`config.mk`:
```
export PLATFORM = sky130hd
export DESIGN_NAME = bhd_sequencer
export DESIGN_NICKNAME = d
export VERILOG_FILES = /design/src/design/bhd_pkg.sv /design/src/design/bhd_sequencer.sv
export SDC_FILE = /design/constraint.sdc
export NUM_CORES = 1
export LEC_CHECK = 0
export ABC_AREA = 1
export BUFFER_PORTS_ARGS = -buffer_cell sky130_fd_sc_hd__buf_4
export CAP_MARGIN = 15
export CORE_UTILIZATION = 40
export CTS_CLUSTER_SIZE = 24
export DETAILED_ROUTE_END_ITERATION = 6
export PLACE_DENSITY = 0.69
export SYNTH_ARGS = -nofsm -noshare
export SYNTH_HDL_FRONTEND = slang
export SYNTH_SLANG_ARGS = --single-unit
```
`constraint.sdc`:
```
create_clock -name clk -period 2 [get_ports clk]
set_clock_uncertainty 0.1 [all_clocks]
set_input_delay 0.2 -clock clk [delete_from_list [all_inputs] [get_ports clk]]
set_output_delay 0.2 -clock clk [all_outputs]
set_load 0.1 [all_outputs]
```
`src/design/bhd_pkg.sv`:
```
`default_nettype none

package bhd_pkg;

  // field widths on the stream ports
  localparam int CNT_W       = 6;            // n_particles, lz_max
  localparam int TOT_W       = 12;           // total_lz
  localparam int DIM_W       = 63;           // dimension
  localparam int IN_TDATA_W  = 24;
  localparam int OUT_TDATA_W = 64;
  localparam int LIM_W       = CNT_W + 1;    // holds a bound up to 64
  localparam int NM_W        = 2 * CNT_W;    // N*M from two 6-bit fields
  localparam int SUM_W       = NM_W + 2;     // total_lz + N*M, two's complement
  localparam int COEF_W      = 64;           // coefficients wrap modulo 2^64

  localparam int DEF_MAX_PARTICLES = 32;
  localparam int DEF_MAX_LZ        = 32;

  // microprogram
  localparam int PC_W = 4;

  localparam logic [PC_W-1:0] S_IDLE    = 4'd0;
  localparam logic [PC_W-1:0] S_CHECK   = 4'd1;
  localparam logic [PC_W-1:0] S_BRANCH  = 4'd2;
  localparam logic [PC_W-1:0] S_CLEAR   = 4'd3;
  localparam logic [PC_W-1:0] S_PASS    = 4'd4;
  localparam logic [PC_W-1:0] S_SETUP_P = 4'd5;
  localparam logic [PC_W-1:0] S_SWEEP_P = 4'd6;
  localparam logic [PC_W-1:0] S_SETUP_D = 4'd7;
  localparam logic [PC_W-1:0] S_SWEEP_D = 4'd8;
  localparam logic [PC_W-1:0] S_LOOP    = 4'd9;
  localparam logic [PC_W-1:0] S_READ    = 4'd10;
  localparam logic [PC_W-1:0] S_CAPTURE = 4'd11;
  localparam logic [PC_W-1:0] S_LOAD    = 4'd12;

  typedef enum logic [2:0] {
    X_HOLD   = 3'd0,
    X_ZERO   = 3'd1,
    X_LD_I   = 3'd2,
    X_LD_TOP = 3'd3,
    X_INC    = 3'd4,
    X_DEC    = 3'd5
  } x_op_t;

  typedef enum logic [1:0] {
    I_HOLD = 2'd0,
    I_CLR  = 2'd1,
    I_INC  = 2'd2
  } i_op_t;

  typedef enum logic [2:0] {
    M_NONE  = 3'd0,
    M_CLEAR = 3'd1,
    M_ADD   = 3'd2,
    M_SUB   = 3'd3,
    M_READ  = 3'd4
  } mem_op_t;

  typedef enum logic [3:0] {
    C_NEVER    = 4'd0,
    C_NO_IN    = 4'd1,
    C_BAD      = 4'd2,
    C_X_LT_TOP = 4'd3,
    C_X_GT_W   = 4'd4,
    C_P_EMPTY  = 4'd5,
    C_D_EMPTY  = 4'd6,
    C_I_LT_N   = 4'd7,
    C_OUT_BUSY = 4'd8
  } cond_t;

  typedef struct packed {
    logic            in_rdy;
    logic            chk;
    logic            cap;
    logic            load;
    logic            done;
    x_op_t           x_op;
    i_op_t           i_op;
    mem_op_t         mem_op;
    cond_t           cond;
    logic [PC_W-1:0] target;
  } ctrl_t;

  typedef struct packed {
    logic bad;
    logic x_lt_top;
    logic x_gt_w;
    logic p_empty;
    logic d_empty;
    logic i_lt_n;
    logic out_busy;
  } status_t;

  // control store
  function automatic ctrl_t ucode(input logic [PC_W-1:0] pc);
    ctrl_t c;
    c        = '0;
    c.x_op   = X_HOLD;
    c.i_op   = I_HOLD;
    c.mem_op = M_NONE;
    c.cond   = C_NEVER;
    c.target = S_IDLE;
    case (pc)
      S_IDLE: begin
        c.in_rdy = 1'b1;
        c.x_op   = X_ZERO;
        c.i_op   = I_CLR;
        c.cond   = C_NO_IN;
        c.target = S_IDLE;
      end
      S_CHECK: begin
        c.chk = 1'b1;
      end
      S_BRANCH: begin
        c.cond   = C_BAD;
        c.target = S_LOAD;
      end
      S_CLEAR: begin
        c.mem_op = M_CLEAR;
        c.x_op   = X_INC;
        c.cond   = C_X_LT_TOP;
        c.target = S_CLEAR;
      end
      S_PASS: begin
        c.i_op = I_INC;
      end
      S_SETUP_P: begin
        c.x_op   = X_LD_I;
        c.cond   = C_P_EMPTY;
        c.target = S_SETUP_D;
      end
      S_SWEEP_P: begin
        c.mem_op = M_ADD;
        c.x_op   = X_INC;
        c.cond   = C_X_LT_TOP;
        c.target = S_SWEEP_P;
      end
      S_SETUP_D: begin
        c.x_op   = X_LD_TOP;
        c.cond   = C_D_EMPTY;
        c.target = S_LOOP;
      end
      S_SWEEP_D: begin
        c.mem_op = M_SUB;
        c.x_op   = X_DEC;
        c.cond   = C_X_GT_W;
        c.target = S_SWEEP_D;
      end
      S_LOOP: begin
        c.cond   = C_I_LT_N;
        c.target = S_PASS;
      end
      S_READ: begin
        c.mem_op = M_READ;
      end
      S_CAPTURE: begin
        c.cap = 1'b1;
      end
      S_LOAD: begin
        c.load   = 1'b1;
        c.done   = 1'b1;
        c.cond   = C_OUT_BUSY;
        c.target = S_LOAD;
      end
      default: begin
        c.done = 1'b1;
      end
    endcase
    return c;
  endfunction

endpackage

`default_nettype wire

```
`src/design/bhd_sequencer.sv`:
```
`default_nettype none

module bhd_sequencer (
  input  wire logic            clk,
  input  wire logic            rst_n,
  input  wire logic            in_tvalid,
  input  wire bhd_pkg::status_t stat,
  output bhd_pkg::ctrl_t       ctrl
);

  logic [bhd_pkg::PC_W-1:0] pc_r, pc_nxt;
  logic                     take;

  assign ctrl = bhd_pkg::ucode(pc_r);

  always_comb begin
    case (ctrl.cond)
      bhd_pkg::C_NEVER:    take = 1'b0;
      bhd_pkg::C_NO_IN:    take = !in_tvalid;
      bhd_pkg::C_BAD:      take = stat.bad;
      bhd_pkg::C_X_LT_TOP: take = stat.x_lt_top;
      bhd_pkg::C_X_GT_W:   take = stat.x_gt_w;
      bhd_pkg::C_P_EMPTY:  take = stat.p_empty;
      bhd_pkg::C_D_EMPTY:  take = stat.d_empty;
      bhd_pkg::C_I_LT_N:   take = stat.i_lt_n;
      bhd_pkg::C_OUT_BUSY: take = stat.out_busy;
      default:             take = 1'b0;
    endcase
  end

  always_comb begin
    if (take) begin
      pc_nxt = ctrl.target;
    end else if (ctrl.done) begin
      pc_nxt = bhd_pkg::S_IDLE;
    end else begin
      pc_nxt = pc_r + 1'b1;
    end
  end

  always_ff @(posedge clk) begin
    if (!rst_n) begin
      pc_r <= bhd_pkg::S_IDLE;
    end else begin
      pc_r <= pc_nxt;
    end
  end

endmodule

`default_nettype wire

```
Word level (Yosys, flattened, before mapping)
Index checks and enable logic that the tools add are counted.
{"block": "classes", "eq_ne": 20, "n_mux": 12, "n_addsub": 1, "n_reduce_logical": 4}
{"cell": "8-bit case mux with 9 select lines", "n": 1}
{"cell": "4-bit by 3-bit equality test with 1-bit output, second input constant", "n": 8}
{"cell": "4-bit equality test, second input constant", "n": 6}
{"cell": "4-bit by 2-bit equality test with 1-bit output, second input constant", "n": 4}
{"cell": "3-bit case mux with 5 select lines", "n": 1}
{"cell": "3-bit case mux with 4 select lines", "n": 1}
{"cell": "12-bit OR reduction", "n": 1}
{"cell": "4-bit by 1-bit equality test with 1-bit output, second input constant", "n": 2}
{"cell": "4-bit two-way mux", "n": 2}
{"cell": "1-bit case mux with 8 select lines", "n": 1}
{"cell": "1-bit two-way mux", "n": 5}
{"cell": "4-bit by 1-bit adder with 4-bit output, second input constant", "n": 1}
{"cell": "4-bit zero test", "n": 1}
{"cell": "2-bit case mux with 2 select lines", "n": 1}
{"cell": "2-bit OR reduction", "n": 1}
{"cell": "1-bit zero test", "n": 1}
{"block": "totals", "inputBits": 10, "regBits": 4}

Longest topological paths before layout
{"block": "depth", "word_depth": 5, "ltp_mapped": 12, "depth_no_buf": 12}

Least setup slack after synthesis
Ideal clock, no wire load.
{"block": "synth_timing", "kind": "register -> register", "startpoint": "reg pc_r[0] (netlist bit)", "endpoint": "reg pc_r[2] (netlist bit)", "n_path_buf": 0, "setup_time_ns": 0.066, "required_ns": 1.834, "t_arrival_ns": 3.308, "slack_ns": -1.474, "period_less_slack_ns": 3.474, "path_stages_with_launch": 10, "cell_sequence": "dfxtp_1 inv_1 ha_1 inv_1 nor3_2 o21bai_1 inv_1 nand4_1 a21oi_1 nor2_1"}
{"item": "start, declared", "line": "bhd_sequencer.sv:11", "text": "logic [bhd_pkg::PC_W-1:0] pc_r, pc_nxt;"}
{"item": "start signal, assigned", "line": "bhd_sequencer.sv:43", "text": "pc_r <= bhd_pkg::S_IDLE;"}
{"item": "start signal, assigned", "line": "bhd_sequencer.sv:45", "text": "pc_r <= pc_nxt;"}

==> run_results.csv <==
group,metric,value,unit
timing,holdWs,0.117,ns
timing,max_slew_margin,0.814,
critical_path,crit_path_start_kind,"flip-flop",
die,io_pins,31,
final_layout,drive_gt1_frac,0.565,
die,die_y,43.9,um
detailed_routing,final_antenna_net_count,0,
critical_path,critPathSlowestCell,"dfxtp_4",
critical_path,critPathMaxStageDelay,0.40,ns
synthesis,syn_nets,127,
place,finalWeightedCongestion,0.867,
timing,finalMaxSlewViolations,0,
run_status,outcome,"completed",
clock_tree,cts_tree,"built",
critical_path,critPathKind,"flip-flop to output port",
clock_tree,cts_sinks,4,
timing,worst_pin_slew,0.281,ns
global_route,grt-ovfl-total,0,
global_route,grt_pass1_wl,3370,um
synthesis,netlist_area,702,sq um
detailed_routing,drc_errors,0,
detailed_routing,first_iter_violations,29,
detailed_routing,drt-wirelength-per-cell,12.6,um
synthesis,synth_seq_area_share,0.114,
global_route,grt_usage,0.240,
die,die-area,1930,sq um
synthesis,synth_warnings,0,
final_layout,top_register,"pc_r",
clock_tree,cts-buffers-inserted,3,
clock_tree,cts_root_buf,"clkbuf_4",
die,die_w,43.9,um
critical_path,crit_arrival,1.67,ns
global_route,grt_max_degree,9,
global_route,grt_pass1_vias,793,
die,start_util,0.445,
critical_path,worstPathRequired,1.70,ns
clock_tree,clock_path_buffers,2,
place,hpwl,1620,um
critical_path,path_cells,"inv_6 > ha_4 > inv_4 > nor3_4 > o21bai_1 > inv_1 > nand4_1 > buf_12",
timing,hold_violations,0,
synthesis,post_synth.cell_area_avg,6.21,sq um
die,coreArea,1580,sq um
timing,grt_setup_unrepaired,"true",
final_layout,largest_registers,"pc_r: 4 flops",
final_layout,antenna_cells,0,
final_layout,fin_nets,170,
clock_tree,path_clk_slew,0.04,ns
critical_path,critPathCaptureType,"output port",
detailed_routing,first_pass_iters,6,
timing,period_share,0.986,
clock_tree,htree_levels,1,
timing,max_freq,0.507,GHz
detailed_routing,vias_per_cell,5.16,
die,placementRows,14,
detailed_routing,num_vias,878,
timing,setup_viol,0,
final_layout,area_growth,72.7,%
final_layout,largest_reg_flops,4,
hold_path,hp-class,"input port to flip-flop",
synthesis,synth_cells,113,
run,maxCapViolations,0,
detailed_routing,drt_wl_total,2140,um
synthesis,synth.distinct_cells,25,
clock_tree,ctsHoldBuffers,0,
timing,final.min_clock_period,1.97,ns
critical_path,critPathMaxFanout,5,
place,port_buffers,30,
clock_tree,insertion_delay,0.23,ns
synthesis,synth-seq-cells,4,
global_route,antenna_found_initial,0,
worst paths after layout:
check	from	end	slack, ns	cells after the start
max	pc_r[0]$_SDFF_PN0_	ctrl[2]	0.03	8
min	rst_n	pc_r[3]$_SDFF_PN0_	0.12	3
max reg2reg	pc_r[0]$_SDFF_PN0_	pc_r[3]$_SDFF_PN0_	0.09	12
min reg2reg	pc_r[0]$_SDFF_PN0_	pc_r[0]$_SDFF_PN0_	0.62	5
synthesized netlist by cell type (all sizes together):
cell | n | area (sq um)
o21ai | 6 | 33.8
ha | 4 | 50.1
a21oi | 5 | 25.0
o21a | 1 | 7.51
o31ai | 1 | 7.51
nand4 | 8 | 50.1
nor2 | 22 | 138
inv | 17 | 63.8
dfxtp | 4 | 80.1
nand3 | 12 | 85.1
nor3 | 2 | 15.0
o21bai | 1 | 7.51
nand2 | 28 | 125
o22ai | 1 | 6.26
buf | 1 | 7.51
timing repair:
item	4_1_cts	5_1_grt
pin swaps	1	5
setup endpoints to repair	2	8
gates resized for setup	9	23
buffers inserted	1	1
area by class of cell:
class                   instances  area (sq um)
multi-input cells              91           671
fillers                       121           364
repair buffers                 39           330
flip-flops and latches          4          88.8
inverters                      17          80.1
clock buffers                   3          22.5
well taps                      16          20.0
critical path, delay by kind of cell (launching register included):
| family | cells | cell delay, ns |
|---|---|---|
| AND/OR/NAND/NOR | 2 | 0.23 |
| flip-flops | 1 | 0.40 |
| buffers and inverters | 4 | 0.46 |
| adder cells (fa/ha/maj) | 1 | 0.18 |
| AO/OA/AOI/OAI | 1 | 0.16 |
layer usage:
layer	GRT usage	vias up	share of wire
met5	0	-	0
met1	0.314	387	0.45
met3	0.0333	0	0.052
met4	0.121	0	0
met2	0.382	32	0.50
li1	-	459	-
placed cells by master (no fill, tap or decap), types with 3 or more instances in the layout:
cell / n
nand2_1: 19
clkbuf_4: 3
nand2_2: 7
nor2_4: 3
inv_1: 10
ha_4: 4
o21ai_2: 4
a21oi_1: 5
nand4_1: 8
buf_12: 3
nor2_2: 4
buf_4: 36
nand3_1: 5
nor2_1: 13
inv_4: 3
nand3_2: 5
kinds of logic (layout without fill, tap and decap cells):
kind of cell	after synthesis	after routing	synth area share
and+or+nand+nor	72	72	0.588
buffers and inverters	18	59	0.102
AOI/OAI and AO/OA	15	15	0.125
adders and majority gates	4	4	0.0713
DFF	4	4	0.114
per-stage QoR:
step | worst slack, ns | cell area (sq um) | std cells | TNS (ns) | utilization
after floorplan | -0.811 | 767 | 113 | -4.30 | -
after global placement | 0.0277 | 1060 | 165 | 0 | 0.671
after detailed placement | 0.0585 | 1060 | 165 | 0 | 0.671
after CTS | 0.0120 | 1120 | 169 | 0 | 0.710
after global routing | -0.0532 | 1210 | 170 | -0.164 | 0.769
final | 0.0287 | 1210 | 170 | 0 | 0.769
Power is left out: the tool's default activity adds up to more than one toggle a clock period on the data nets, which glitch-free logic cannot reach.
